--- src/rtl/core/cds_pkg.sv ---
// ----------------------------------------------------------------------------
// cds_pkg: shared types and constants for the calendar date shift unit
// Field widths, command codes, year counter operations and the
// days-in-month lookup used by the sequencer.
// ----------------------------------------------------------------------------
package cds_pkg;

  // field widths
  localparam int YearW   = 14;
  localparam int MonthW  = 4;
  localparam int DayW    = 5;
  localparam int HourW   = 5;
  localparam int MinW    = 6;
  localparam int SecW    = 6;
  localparam int DeltaW  = 9;
  localparam int CmdW    = 2;
  localparam int CentW   = 7;

  // packed stream widths
  localparam int InDataW  = 56;
  localparam int OutDataW = 40;

  // largest accepted day delta
  localparam int MaxDayDelta = 255;

  // year / 100 by reciprocal multiplication, exact for years below 43699
  localparam logic [12:0] DivRecip = 13'd5243;
  localparam int          DivShift = 19;

  // narrow signed word used by the shared adder
  typedef logic signed [7:0] small_t;

  // unit of the delta
  typedef enum logic [CmdW-1:0] {
    CMD_HOURS  = 2'd0,
    CMD_DAYS   = 2'd1,
    CMD_MONTHS = 2'd2
  } cmd_e;

  // year counter operations
  typedef enum logic [2:0] {
    YR_HOLD,
    YR_SPLIT_HI,
    YR_SPLIT_LO,
    YR_INC,
    YR_DEC,
    YR_MERGE
  } yr_op_e;

  // year counter status
  typedef struct packed {
    logic             leap;
    logic             under;
    logic             over;
    logic [YearW-1:0] year;
  } yr_stat_t;

  // shared adder request and response
  typedef struct packed {
    small_t a;
    small_t b;
    small_t lo;
    small_t hi;
  } alu_req_t;

  typedef struct packed {
    small_t sum;
    logic   below;
    logic   above;
  } alu_rsp_t;

  // gregorian days in month, leap flag supplied by the year counter
  function automatic logic [DayW-1:0] month_len(logic [MonthW-1:0] m, logic leap);
    logic [DayW-1:0] len;
    if (m == 4'd2) begin
      len = leap ? 5'd29 : 5'd28;
    end else if (m inside {4'd4, 4'd6, 4'd9, 4'd11}) begin
      len = 5'd30;
    end else begin
      len = 5'd31;
    end
    return len;
  endfunction

endpackage

--- src/rtl/core/cds_day_alu.sv ---
// ----------------------------------------------------------------------------
// cds_day_alu: shared add and range compare unit
// One narrow signed add with a compare of the sum against a lower and an
// upper bound; reused by every hour, day and month step of the sequencer.
// ----------------------------------------------------------------------------
module cds_day_alu (
  input  cds_pkg::alu_req_t req_i,
  output cds_pkg::alu_rsp_t rsp_o
);
  import cds_pkg::*;

  small_t sum;

  // add and compare against both bounds
  assign sum         = $signed(req_i.a) + $signed(req_i.b);
  assign rsp_o.sum   = sum;
  assign rsp_o.below = sum < $signed(req_i.lo);
  assign rsp_o.above = sum > $signed(req_i.hi);

endmodule

--- src/rtl/core/cds_year_unit.sv ---
// ----------------------------------------------------------------------------
// cds_year_unit: year held as century and year of century
// Splits the incoming year in two steps, steps it by one year either
// way, gives the leap flag and merges it back into a binary year.
// ----------------------------------------------------------------------------
module cds_year_unit (
  input  logic                            clk_i,
  input  logic                            rst_ni,
  input  logic [cds_pkg::YearW-1:0]       year_i,
  input  cds_pkg::yr_op_e                 op_i,
  output cds_pkg::yr_stat_t               stat_o
);
  import cds_pkg::*;

  localparam logic [CentW-1:0] LastYy   = 7'd99;
  localparam logic [CentW-1:0] Century  = 7'd100;

  logic [CentW-1:0]   cent_q, cent_d;
  logic [CentW-1:0]   yy_q, yy_d;
  logic               under_q, under_d;
  logic [YearW-1:0]   year_q, year_d;
  logic [26:0]        prod;
  logic [YearW-1:0]   cent_x100;

  // reciprocal product for the century and its scaled value
  assign prod      = 27'(year_i) * 27'(DivRecip);
  assign cent_x100 = YearW'(cent_q) * YearW'(Century);

  // counter operations
  always_comb begin
    cent_d  = cent_q;
    yy_d    = yy_q;
    under_d = under_q;
    year_d  = year_q;
    case (op_i)
      YR_SPLIT_HI: begin
        cent_d = prod[DivShift +: CentW];
      end
      YR_SPLIT_LO: begin
        yy_d    = CentW'(year_i - cent_x100);
        under_d = 1'b0;
      end
      YR_INC: begin
        if (yy_q == LastYy) begin
          yy_d   = '0;
          cent_d = cent_q + 7'd1;
        end else begin
          yy_d = yy_q + 7'd1;
        end
      end
      YR_DEC: begin
        if (yy_q == '0) begin
          yy_d = LastYy;
          if (cent_q == '0) begin
            under_d = 1'b1;
          end else begin
            cent_d = cent_q - 7'd1;
          end
        end else begin
          yy_d = yy_q - 7'd1;
        end
      end
      YR_MERGE: begin
        year_d = cent_x100 + YearW'(yy_q);
      end
      default: begin
      end
    endcase
  end

  // year registers
  always_ff @(posedge clk_i or negedge rst_ni) begin
    if (!rst_ni) begin
      under_q <= 1'b0;
    end else begin
      under_q <= under_d;
    end
  end

  always_ff @(posedge clk_i) begin
    cent_q <= cent_d;
    yy_q   <= yy_d;
    year_q <= year_d;
  end

  // status towards the sequencer
  assign stat_o.leap  = (yy_q[1:0] == 2'b00) && ((yy_q != '0) || (cent_q[1:0] == 2'b00));
  assign stat_o.under = under_q;
  assign stat_o.over  = (cent_q >= Century);
  assign stat_o.year  = year_q;

endmodule

--- src/rtl/core/calendar_date_shift_unit.sv ---
// ----------------------------------------------------------------------------
// calendar_date_shift_unit: adds an hour, day or month delta to a timestamp
// A small sequencer drives one shared add/compare unit and a century based
// year counter; forward days go ten at a time, backward days in one chunk, with month carry and borrow.
// ----------------------------------------------------------------------------
//
//  channel   direction  tdata                                   tuser
//  s_axis    in         year month day hour minute second delta command
//  m_axis    out        year month day hour minute second       range_error
//
//  An accepted item first has its year split into century and year of
//  century, then the shared adder steps the fields; a day chunk adds a
//  borrow or carry pair of steps per month crossing, and a rejected
//  item goes straight to the result register.
//  Input is taken only while the sequencer is idle; a finished result waits
//  in the output register and the next item may already start meanwhile.
//  Reset clears the sequencer and the output valid flag.
//
module calendar_date_shift_unit (
  input  logic                           clk_i,
  input  logic                           rst_ni,
  // year, month, day, hour, minute, second, delta (from bit 0 up)
  input  logic [cds_pkg::InDataW-1:0]    s_axis_tdata_i,
  // command
  input  logic [cds_pkg::CmdW-1:0]       s_axis_tuser_i,
  input  logic                           s_axis_tvalid_i,
  output logic                           s_axis_tready_o,
  // year, month, day, hour, minute, second (from bit 0 up)
  output logic [cds_pkg::OutDataW-1:0]   m_axis_tdata_o,
  // range_error
  output logic                           m_axis_tuser_o,
  output logic                           m_axis_tvalid_o,
  input  logic                           m_axis_tready_i
);
  import cds_pkg::*;

  typedef enum logic [3:0] {
    ST_IDLE,
    ST_SPLIT_HI,
    ST_SPLIT_LO,
    ST_H_ADD,
    ST_H_FIX,
    ST_D_STEP,
    ST_D_BORROW,
    ST_D_BFIX,
    ST_D_CARRY,
    ST_D_CINC,
    ST_M_ADD,
    ST_M_FIX,
    ST_MERGE,
    ST_DONE
  } state_e;

  // input fields
  logic [YearW-1:0]          in_year;
  logic [MonthW-1:0]         in_month;
  logic [DayW-1:0]           in_day;
  logic [HourW-1:0]          in_hour;
  logic [MinW-1:0]           in_min;
  logic [SecW-1:0]           in_sec;
  logic signed [DeltaW-1:0]  in_delta;
  cmd_e                      in_cmd;
  logic                      stamp_bad, delta_bad, in_bad;

  // sequencer state and working registers
  state_e                    state_q, state_d;
  cmd_e                      cmd_q, cmd_d;
  logic [YearW-1:0]          year_q, year_d;
  logic [MonthW-1:0]         orig_month_q, orig_month_d;
  logic [DayW-1:0]           orig_day_q, orig_day_d;
  logic [HourW-1:0]          orig_hour_q, orig_hour_d;
  logic [MinW-1:0]           min_q, min_d;
  logic [SecW-1:0]           sec_q, sec_d;
  logic signed [DeltaW-1:0]  delta_q, delta_d;
  logic                      err_q, err_d;
  logic [MonthW-1:0]         month_q, month_d;
  small_t                    day_q, day_d;
  small_t                    hour_q, hour_d;
  logic signed [DeltaW-1:0]  rem_q, rem_d;
  logic                      last_q, last_d;

  // output register
  logic [OutDataW-1:0]       m_tdata_q, m_tdata_d;
  logic                      m_tuser_q, m_tuser_d;
  logic                      m_tvalid_q, m_tvalid_d;

  // shared units
  alu_req_t                  alu_req;
  alu_rsp_t                  alu_rsp;
  yr_op_e                    yr_op;
  yr_stat_t                  yr_stat;
  small_t                    ml_s;
  small_t                    chunk;
  logic                      rem_big;
  logic                      out_free;
  logic                      err_fin;

  // unpack the input transaction
  assign in_year  = s_axis_tdata_i[13:0];
  assign in_month = s_axis_tdata_i[17:14];
  assign in_day   = s_axis_tdata_i[22:18];
  assign in_hour  = s_axis_tdata_i[27:23];
  assign in_min   = s_axis_tdata_i[33:28];
  assign in_sec   = s_axis_tdata_i[39:34];
  assign in_delta = $signed(s_axis_tdata_i[48:40]);
  assign in_cmd   = cmd_e'(s_axis_tuser_i);

  // request checks
  assign stamp_bad = (in_year > 14'd9999) || (in_month == '0) || (in_month > 4'd12) ||
                     (in_day == '0) || (in_hour > 5'd23);

  always_comb begin
    case (in_cmd)
      CMD_HOURS:  delta_bad = (in_delta < -9'sd23) || (in_delta > 9'sd23);
      CMD_DAYS:   delta_bad = (in_delta < -9'sd27) || (int'(in_delta) > MaxDayDelta);
      CMD_MONTHS: delta_bad = (in_delta < -9'sd11) || (in_delta > 9'sd11);
      default:    delta_bad = 1'b1;
    endcase
  end

  assign in_bad = stamp_bad || delta_bad;

  // day chunk and month length for the current date
  assign rem_big = rem_q > 9'sd10;
  assign chunk   = rem_big ? 8'sd10 : small_t'(rem_q[7:0]);
  assign ml_s    = small_t'({3'b000, month_len(month_q, yr_stat.leap)});

  assign out_free = !m_tvalid_q || m_axis_tready_i;
  assign err_fin  = err_q || yr_stat.under || yr_stat.over;

  // sequencer
  always_comb begin
    state_d      = state_q;
    cmd_d        = cmd_q;
    year_d       = year_q;
    orig_month_d = orig_month_q;
    orig_day_d   = orig_day_q;
    orig_hour_d  = orig_hour_q;
    min_d        = min_q;
    sec_d        = sec_q;
    delta_d      = delta_q;
    err_d        = err_q;
    month_d      = month_q;
    day_d        = day_q;
    hour_d       = hour_q;
    rem_d        = rem_q;
    last_d       = last_q;
    m_tdata_d    = m_tdata_q;
    m_tuser_d    = m_tuser_q;
    m_tvalid_d   = m_tvalid_q;
    yr_op        = YR_HOLD;
    alu_req      = '{a: day_q, b: chunk, lo: 8'sd1, hi: ml_s};

    // output transaction taken
    if (m_tvalid_q && m_axis_tready_i) begin
      m_tvalid_d = 1'b0;
    end

    case (state_q)
      ST_IDLE: begin
        if (s_axis_tvalid_i) begin
          cmd_d        = in_cmd;
          year_d       = in_year;
          orig_month_d = in_month;
          orig_day_d   = in_day;
          orig_hour_d  = in_hour;
          min_d        = in_min;
          sec_d        = in_sec;
          delta_d      = in_delta;
          err_d        = in_bad;
          month_d      = in_month;
          day_d        = small_t'({3'b000, in_day});
          hour_d       = small_t'({3'b000, in_hour});
          state_d      = in_bad ? ST_DONE : ST_SPLIT_HI;
        end
      end
      ST_SPLIT_HI: begin
        yr_op   = YR_SPLIT_HI;
        state_d = ST_SPLIT_LO;
      end
      ST_SPLIT_LO: begin
        yr_op = YR_SPLIT_LO;
        rem_d = delta_q;
        case (cmd_q)
          CMD_HOURS: state_d = ST_H_ADD;
          CMD_DAYS:  state_d = ST_D_STEP;
          default:   state_d = ST_M_ADD;
        endcase
      end
      // hour add, wrap moves the day by one
      ST_H_ADD: begin
        alu_req = '{a: hour_q, b: small_t'(delta_q[7:0]), lo: 8'sd0, hi: 8'sd23};
        hour_d  = alu_rsp.sum;
        if (alu_rsp.below) begin
          rem_d   = -9'sd1;
          state_d = ST_H_FIX;
        end else if (alu_rsp.above) begin
          rem_d   = 9'sd1;
          state_d = ST_H_FIX;
        end else begin
          state_d = ST_MERGE;
        end
      end
      ST_H_FIX: begin
        alu_req = '{a: hour_q, b: (rem_q[DeltaW-1] ? 8'sd24 : -8'sd24),
                    lo: 8'sd0, hi: 8'sd23};
        hour_d  = alu_rsp.sum;
        state_d = ST_D_STEP;
      end
      // one day chunk: at most ten days forward, or the whole backward delta
      ST_D_STEP: begin
        alu_req = '{a: day_q, b: chunk, lo: 8'sd1, hi: ml_s};
        day_d   = alu_rsp.sum;
        last_d  = !rem_big;
        rem_d   = rem_q - 9'sd10;
        if (alu_rsp.below) begin
          state_d = ST_D_BORROW;
        end else if (alu_rsp.above) begin
          state_d = ST_D_CARRY;
        end else begin
          state_d = rem_big ? ST_D_STEP : ST_MERGE;
        end
      end
      // borrow: previous month, then add its length
      ST_D_BORROW: begin
        alu_req = '{a: small_t'({4'b0000, month_q}), b: -8'sd1, lo: 8'sd1, hi: 8'sd12};
        if (alu_rsp.below) begin
          month_d = 4'd12;
          yr_op   = YR_DEC;
        end else begin
          month_d = alu_rsp.sum[3:0];
        end
        state_d = ST_D_BFIX;
      end
      ST_D_BFIX: begin
        alu_req = '{a: day_q, b: ml_s, lo: 8'sd1, hi: ml_s};
        day_d   = alu_rsp.sum;
        state_d = last_q ? ST_MERGE : ST_D_STEP;
      end
      // carry: drop this month's length, then next month
      ST_D_CARRY: begin
        alu_req = '{a: day_q, b: -ml_s, lo: 8'sd1, hi: ml_s};
        day_d   = alu_rsp.sum;
        state_d = ST_D_CINC;
      end
      ST_D_CINC: begin
        alu_req = '{a: small_t'({4'b0000, month_q}), b: 8'sd1, lo: 8'sd1, hi: 8'sd12};
        if (alu_rsp.above) begin
          month_d = 4'd1;
          yr_op   = YR_INC;
        end else begin
          month_d = alu_rsp.sum[3:0];
        end
        state_d = last_q ? ST_MERGE : ST_D_STEP;
      end
      // month add, wrap carries into the year
      ST_M_ADD: begin
        alu_req = '{a: small_t'({4'b0000, month_q}), b: small_t'(delta_q[7:0]),
                    lo: 8'sd1, hi: 8'sd12};
        month_d = alu_rsp.sum[3:0];
        if (alu_rsp.below) begin
          yr_op   = YR_DEC;
          state_d = ST_M_FIX;
        end else if (alu_rsp.above) begin
          yr_op   = YR_INC;
          state_d = ST_M_FIX;
        end else begin
          state_d = ST_MERGE;
        end
      end
      ST_M_FIX: begin
        alu_req = '{a: small_t'({4'b0000, month_q}),
                    b: (delta_q[DeltaW-1] ? 8'sd12 : -8'sd12), lo: 8'sd1, hi: 8'sd12};
        month_d = alu_rsp.sum[3:0];
        state_d = ST_MERGE;
      end
      ST_MERGE: begin
        yr_op   = YR_MERGE;
        state_d = ST_DONE;
      end
      // load the result register once it is free
      ST_DONE: begin
        if (out_free) begin
          m_tvalid_d = 1'b1;
          m_tuser_d  = err_fin;
          if (err_fin) begin
            m_tdata_d = {sec_q, min_q, orig_hour_q, orig_day_q, orig_month_q, year_q};
          end else begin
            m_tdata_d = {sec_q, min_q, hour_q[HourW-1:0], day_q[DayW-1:0], month_q,
                         yr_stat.year};
          end
          state_d = ST_IDLE;
        end
      end
      default: begin
        state_d = ST_IDLE;
      end
    endcase
  end

  // state and registered outputs
  always_ff @(posedge clk_i or negedge rst_ni) begin
    if (!rst_ni) begin
      state_q    <= ST_IDLE;
      m_tvalid_q <= 1'b0;
    end else begin
      state_q    <= state_d;
      m_tvalid_q <= m_tvalid_d;
    end
  end

  always_ff @(posedge clk_i) begin
    cmd_q        <= cmd_d;
    year_q       <= year_d;
    orig_month_q <= orig_month_d;
    orig_day_q   <= orig_day_d;
    orig_hour_q  <= orig_hour_d;
    min_q        <= min_d;
    sec_q        <= sec_d;
    delta_q      <= delta_d;
    err_q        <= err_d;
    month_q      <= month_d;
    day_q        <= day_d;
    hour_q       <= hour_d;
    rem_q        <= rem_d;
    last_q       <= last_d;
    m_tdata_q    <= m_tdata_d;
    m_tuser_q    <= m_tuser_d;
  end

  // shared adder
  cds_day_alu u_alu (
    .req_i (alu_req),
    .rsp_o (alu_rsp)
  );

  // year counter
  cds_year_unit u_year (
    .clk_i  (clk_i),
    .rst_ni (rst_ni),
    .year_i (year_q),
    .op_i   (yr_op),
    .stat_o (yr_stat)
  );

  assign s_axis_tready_o = (state_q == ST_IDLE);
  assign m_axis_tdata_o  = m_tdata_q;
  assign m_axis_tuser_o  = m_tuser_q;
  assign m_axis_tvalid_o = m_tvalid_q;

  // day stays within 1..31 before each day chunk
  assert property (@(posedge clk_i) disable iff (!rst_ni)
    (state_q == ST_D_STEP) |-> (day_q >= 8'sd1 && day_q <= 8'sd31))
    else $error("day out of 1..31 before a day chunk");

  // month stays 1..12 between chunks and the request was accepted
  assert property (@(posedge clk_i) disable iff (!rst_ni)
    (state_q == ST_D_STEP) |-> (month_q >= 4'd1 && month_q <= 4'd12 && !err_q))
    else $error("month out of range or rejected request in day stepping");

  // hour wrapped back into 0..23 before the year merge
  assert property (@(posedge clk_i) disable iff (!rst_ni)
    (state_q == ST_MERGE) |-> (hour_q >= 8'sd0 && hour_q <= 8'sd23))
    else $error("hour out of range at merge");

  // a finished result reaches the output and frees the input side
  assert property (@(posedge clk_i) disable iff (!rst_ni)
    (state_q == ST_DONE && out_free) |=> (m_axis_tvalid_o && s_axis_tready_o))
    else $error("result not presented after completion");

endmodule

--- config.mk ---
export PLATFORM = sky130hd
export DESIGN_NAME = calendar_date_shift_unit
export DESIGN_NICKNAME = d
export VERILOG_FILES = /design/src/rtl/core/cds_pkg.sv /design/src/rtl/core/cds_day_alu.sv /design/src/rtl/core/cds_year_unit.sv /design/src/rtl/core/calendar_date_shift_unit.sv
export SDC_FILE = /design/constraint.sdc
export NUM_CORES = 1
export LEC_CHECK = 0
export BUFFER_PORTS_ARGS = -buffer_cell sky130_fd_sc_hd__buf_4
export CAP_MARGIN = 0
export CORE_ASPECT_RATIO = 1.5
export CORE_MARGIN = 2
export CORE_UTILIZATION = 61
export CTS_CLUSTER_DIAMETER = 80
export CTS_CLUSTER_SIZE = 25
export DETAILED_ROUTE_END_ITERATION = 8
export MAX_ROUTING_LAYER = met4
export PLACE_DENSITY = 0.92
export SETUP_SLACK_MARGIN = 0.2
export SLEW_MARGIN = 5
export SYNTH_ARGS = -nofsm -noshare
export SYNTH_HDL_FRONTEND = slang
export SYNTH_SLANG_ARGS = --single-unit
--- constraint.sdc ---
create_clock -name clk_i -period 8.19 [get_ports clk_i]
set_clock_uncertainty 0.05 [all_clocks]
set_input_delay 0.4095 -clock clk_i [delete_from_list [all_inputs] [get_ports clk_i]]
set_output_delay 0.4095 -clock clk_i [all_outputs]
set_load 0.01 [all_outputs]
Yosys cells after proc, flatten, opt, wreduce, memory -nomap -nowiden --
Cells that the tools add are included.
Word-level totals: bits of input ports 62, bits in registers 157, ROM bits 0, memory bits (writable) 0, output and inout bits 43, latch bits 0, memories 0, logic and storage cells 177
Cells by class: equal/unequal tests 34, mux-type cells 50, reduce and logical (&&, ||, !) cells 47, add/subtract/negate cells 9, bitwise operators 0, shift operators 0, $lt $le $gt $ge 13, $mul 2, divide/modulo/power cells 0
Operator list (number):
- $pmux W32 S8 | 1
- $pmux W4 S13 | 1
- $mux W4 | 12
- $pmux W7 S3 | 2
- $mux W8 | 5
- $mux W7 | 5
- $eq A4 B4 Y1 const B | 8
- $pmux W8 S2 | 2
- $mux W28 | 1
- $pmux W9 S3 | 1
- $mul A14 B13 Y26 const B | 1
- $eq A4 B3 Y1 const B | 6
- $gt A9 B5 Y1 const B | 2
- $lt A9 B6 Y1 const B | 2
- $mux W9 | 2
- $pmux W3 S6 | 1
- $pmux W4 S4 | 1
- $add A14 B7 Y14 | 1
- $add A7 B1 Y7 const B | 2
- $gt A14 B14 Y1 const B | 1
- $logic_not A7 Y1 | 2
- $reduce_and A2 Y1 | 7
- $sub A7 B1 Y7 const B | 2
- $eq A4 B2 Y1 const B | 3
- other kinds (43) | 84

Longest topological paths before layout --
word-level depth 15, depth in mapped cells 28, gate-level depth less buffers 27

By module --
From an unflattened synthesis, not the netlist that was laid out.
Unflattened totals: cell total of the unflattened synthesis 1175, area, all modules 12813.5 um^2
Modules (own cells, without submodules):
- cds_year_unit | seq. area each 865.8 um^2, area an instance 6147.1 um^2, times used 1, cells an instance 633
- calendar_date_shift_unit | seq. area each 3818.7 um^2, area an instance 5974.5 um^2, times used 1, cells an instance 449
- cds_day_alu | seq. area each 0.0 um^2, area an instance 691.9 um^2, times used 1, cells an instance 93

Worst setup path after synthesis --
No wires, ideal clock.
kind reg2reg, start point register u_year.yy_q[3], end point register u_year.cent_q[6], data pin, data arrival time 5.503 ns, cell stages (with the launch flop) 28, library setup time 0.167 ns, buffers on the path 2, clock period less this slack 5.720 ns, required time 7.973 ns, slack 2.470 ns, cell sequence edfxtp_1 clkbuf_1 nor4_1 nand3b_1 o21ai_0 a221oi_1 inv_1 ha_1 a21oi_1 o21ai_0 a221oi_1 a21oi_1 fa_1 a211oi_2 nor4b_1 or3_4 nor4b_4 o21ai_4 buf_6 inv_2 ha_1 a21o_1 a21oi_1 o21bai_1 a21oi_1 xnor2_1 nor2_1 a211oi_1
On the way: longest elaborated chain between the ends 14, elaborated cells on any way between the ends 18, those cells by class 2 x add/sub; 2 x order compare; 3 x eq/ne; 8 x mux; 3 x reduce/logical
RTL lines:
- from (decl) | line cds_year_unit.sv:19 | logic [CentW-1:0] yy_q, yy_d;
- from (signal assigned) | line cds_year_unit.sv:82 | yy_q <= yy_d;
- $reduce_bool A7 Y1 (*) | line cds_year_unit.sv:87 | assign stat_o.leap = (yy_q[1:0] == 2'b00) && ((yy_q != '0) || (cent_q[1:0] == 2'b00));
- $logic_or A1 B1 Y1 (*) | line cds_year_unit.sv:87
- $logic_and A1 B1 Y1 (*) | line cds_year_unit.sv:87
- $mux W1 (*) | line cds_pkg.sv:76 | len = leap ? 5'd29 : 5'd28;
- $mux W2 (*) | line cds_pkg.sv:75 | if (m == 4'd2) begin
- $neg A5 Y8 | line calendar_date_shift_unit.sv:242 | alu_req = '{a: day_q, b: -ml_s, lo: 8'sd1, hi: ml_s};
- $pmux W32 S8 (*) | line calendar_date_shift_unit.sv:159 | case (state_q)
- $add A8 B8 Y8 | line cds_day_alu.sv:15 | assign sum = $signed(req_i.a) + $signed(req_i.b);
- $gt A8 B8 Y1 | line cds_day_alu.sv:18 | assign rsp_o.above = sum > $signed(req_i.hi);
- $mux W2 | line calendar_date_shift_unit.sv:248, calendar_date_shift_unit.sv:264
- $mux W3 | line calendar_date_shift_unit.sv:261 | if (alu_rsp.below) begin
- $pmux W3 S6 (*) | line calendar_date_shift_unit.sv:159
- $eq A3 B3 Y1 (tied with other cells) | line cds_year_unit.sv:35 | case (op_i)
- $pmux W7 S3 (*) | line cds_year_unit.sv:35
- named net u_year.cent_d[6] | line cds_year_unit.sv:18 | logic [CentW-1:0] cent_q, cent_d;
- to (signal assigned) | line cds_year_unit.sv:81 | cent_q <= cent_d;
- to (decl) | line cds_year_unit.sv:18
The timed path passes the listed nets; every way through them passes the cells marked *. A chain may end at the register's enable or synchronous reset.

Worst setup path after layout --
start point register u_year.yy_q[3], end point register u_year.cent_q[3], enable pin
On the way: longest elaborated chain between the ends 15, elaborated cells on any way between the ends 24, those cells by class 2 x add/sub; 2 x order compare; 7 x eq/ne; 7 x mux; 6 x reduce/logical
RTL lines (line):
- $reduce_bool A7 Y1 | cds_year_unit.sv:87
- $logic_or A1 B1 Y1 | cds_year_unit.sv:87
- $logic_and A1 B1 Y1 | cds_year_unit.sv:87
- $mux W1 | cds_pkg.sv:76
- $mux W2 | cds_pkg.sv:75
- $neg A5 Y8 | calendar_date_shift_unit.sv:242
- $pmux W32 S8 | calendar_date_shift_unit.sv:159
- $add A8 B8 Y8 | cds_day_alu.sv:15
- $gt A8 B8 Y1 | cds_day_alu.sv:18
- $mux W2 | calendar_date_shift_unit.sv:248, calendar_date_shift_unit.sv:264
- $mux W3 | calendar_date_shift_unit.sv:261
- $pmux W3 S6 | calendar_date_shift_unit.sv:159
- $eq A3 B3 Y1 (tied with other cells) | cds_year_unit.sv:35
- $ne A2 B1 Y1 (no line) (tied with other cells)
- $reduce_and A4 Y1 (no line) (*)
Every way passes the cells marked *; elsewhere a longest branch is shown, timed or not.

==> flow_metrics.env <==
export IMPL_yosys_warnings=0
export IMPL_rsz0062_at_grt="no"
export IMPL_crit_type="reg -> reg"
export IMPL_cts_sinks=157
export IMPL_worst_ep_arrival_time_ps=7090
export IMPL_grt_overflow_total=0
export IMPL_nNetsFinal=1467
export IMPL_fill_cells=1252
export IMPL_synth_main_ff_cell="edfxtp_1"
export IMPL_drv_slew=0
export IMPL_cts_setup_buffers=0
export IMPL_finalSetupTns_ps=0
export IMPL_die_h_um=176
export IMPL_synth_seq_cells=157
export IMPL_max_freq_mhz=141
export IMPL_r2r_start="u_year.yy_q[3]"
export IMPL_seq_area_frac_synth_pct=38.9
export IMPL_die_area_mm2=0.0209
export IMPL_grt_pass1_wl_mm=52.1
export IMPL_seq_area_mm2=0.00468
export IMPL_crit_fanout=10
export IMPL_grt_max_degree=44
export IMPL_min_period_over_period_pct=86.4
export IMPL_ys_async_sr_fraction_pct=3.82
export IMPL_setup_violations=0
export IMPL_worst_pin_slew_ps=1010
export IMPL_syn2layout_area_growth_pct=13.4
export IMPL_first_iter_violations=840
export IMPL_via_count=9283
export IMPL_ioPinCount=105
export IMPL_tritoncts="yes"
export IMPL_routed_via_density=6.39
export IMPL_max_cap_violations=0
export IMPL_yosysUniqueCellTypes=83
export IMPL_rows=62
export IMPL_syn_num_nets=1364
export IMPL_dieWidth_um=119
export IMPL_hold_violations=0
export IMPL_cp_required_ps=8200
export IMPL_drtPass1Iterations=6
export IMPL_final_antenna_net_count=0
export IMPL_cts_root_buf="clkbuf_16"
export IMPL_place_hpwl_mm=24.1
export IMPL_worst_setup_path_end_kind="flop"
export IMPL_numCtsBuffers=17
export IMPL_critPathLaunch="u_year.yy_q[3]"
export IMPL_multi_input_area_mm2=0.00661
export IMPL_slew_headroom_pct=31.5
export IMPL_r2r_end="u_year.cent_q[3]"
export IMPL_core_area_mm2=0.0192
export IMPL_worstSetupEndpoint="u_year.cent_q[3]"
export IMPL_syn_mean_instance_area_um2=11.1
export IMPL_track_usage_pct=33.9
export IMPL_start_util_pct=62.6
export IMPL_status="finished clean"
export IMPL_grt_pass1_vias=9887
export IMPL_crit_path_start_kind="flop"
export IMPL_port_buffers=97
export IMPL_syn_inst=1080
export IMPL_drive_gt1_share_pct=15.1
export IMPL_netlist_area_mm2=0.0120
export IMPL_wirelength_mm=33.4
export IMPL_antenna_found_initial=1
export IMPL_r2r_cells=24
export IMPL_insertion_delay_ps=440
export IMPL_drc=0
export IMPL_finalCriticalPeriod_ps=7070
export IMPL_path_clk_slew_ps=70
export IMPL_cts_buffer_depth=2
export IMPL_synth_edff_count=151
export IMPL_hold_path_class="in -> reg"
export IMPL_wl_per_cell_um=23.0
export IMPL_r2r_setup_slack_ps=1120
export IMPL_cts_max_level=4
export IMPL_place_congestion=0.964
## logic make-up after synthesis
| family | after synthesis | share of synthesized area, % |
|---|---|---|
| simple gates | 211 | 9.04 |
| compound gates | 228 | 12.8 |
| xor+xnor | 51 | 3.96 |
| fa+ha+maj | 222 | 27.3 |
| flops | 157 | 38.9 |
| buf+inv | 193 | 6.28 |
| mux | 18 | 1.66 |
## state kept, by name, indices dropped and copies added, names as in the netlist, 2 cells and up
name / cells
cmd_q: 2
day_q: 8
delta_q: 9
hour_q: 8
m_axis_tdata_o: 40
min_q: 6
month_q: 4
orig_day_q: 5
orig_hour_q: 5
orig_month_q: 4
rem_q: 9
sec_q: 6
state_q: 4
u_year.cent_q: 7
u_year.year_q: 14
u_year.yy_q: 7
year_q: 14
## layer usage
| metal | track usage (%) | wire, µm | vias to the layer above |
|---|---|---|---|
| met1 | 32.6 | 10700 | 4501 |
| met2 | 61.0 | 18100 | 541 |
| met3 | 7.04 | 2220 | 190 |
| li1 | - | - | 4051 |
| met5 | - | 0 | - |
| met4 | 21.6 | 2370 | 0 |
## worst min-delay path by stage
stage	cells after the start	startpoint	end	slack [ps]
after floorplan	0	rst_ni	m_axis_tvalid_o	60
after global placement	1	rst_ni	u_year.under_q	180
after detailed placement	1	rst_ni	u_year.under_q	180
after CTS	1	s_axis_tdata_i[29]	min_q[1]	90
after global routing	1	s_axis_tdata_i[38]	sec_q[4]	80
final	1	s_axis_tdata_i[29]	min_q[1]	90
## synth_stat cells (8+ instances only)
cell type  number  area [µm²]
inv_1         169         634
ha_1          154        1930
edfxtp_1      151        4530
fa_1           68        1360
nand2_1        64         240
o21ai_0        59         295
a21oi_1        52         260
nor2_1         51         191
xnor2_1        33         289
nand3_1        17        85.1
mux2_2         16         180
xor2_1         16         140
nor3_1         14        70.1
a21o_1         12        90.1
a221o_1        12         120
clkbuf_1       11        41.3
o21ai_1         8        40.0
## per-stage QoR
step / hold WS (ps) / cells / setup slack [ps] / area (µm²) / utilization [%]
finish: 93.0 / 1453 / 1120 / 13600 / 70.9
global route: 83.6 / 1453 / 653 / 13600 / 70.9
CTS: 85.1 / 1452 / 1290 / 13600 / 70.9
detailed placement: 179 / 1419 / 1440 / 13000 / 67.7
global placement: 178 / 1419 / 1490 / 13000 / 67.7
floorplan: 63.9 / 1080 / 2470 / 12000 / -
## cell usage in the layout, fill, tap and decap left out, types with 17 or more instances in the layout
cell type / netlist / layout
a21oi_1: 52 / 52
buf_4: 1 / 102
clkbuf_16: 0 / 17
edfxtp_1: 151 / 151
fa_1: 68 / 68
ha_1: 154 / 154
inv_1: 169 / 168
nand2_1: 64 / 64
nand3_1: 17 / 17
nor2_1: 51 / 51
o21ai_0: 59 / 59
xnor2_1: 33 / 33
## worst max-delay path: stages (launching register included)
cell	delay (ps)
edfxtp_1	540
nor4_1	630
nand3b_1	210
o21ai_0	230
a221oi_1	150
inv_1	160
ha_1	240
a21oi_1	120
o21ai_0	90
a221oi_1	210
a21oi_1	140
ha_1	350
a211oi_1	420
nor2_1	120
xnor2_1	430
inv_1	90
ha_1	330
o211a_1	130
o21a_1	210
a2111oi_2	550
nor2_1	170
and3_1	270
o21ai_1	190
o21ai_0	160
nor2_1	520
## final cells by class
type,instances,share of cell area (%)
diodes,1,0.0183
clock buffers,18,3.15
clock inverters,14,1.25
inverters,174,4.79
multi-input cells,730,48.4
flip-flops and latches,157,34.3
well taps,256,2.35
repair buffers,103,5.69
## timing repair
item | 4_1_cts | 5_1_grt
hold buffers | 1 | 0
hold endpoints to repair | 6 | 0
resized for setup | 0 | 0
Power is left out: the tool's default activity adds up to more than one toggle a clock period on the data nets, which glitch-free logic cannot reach.
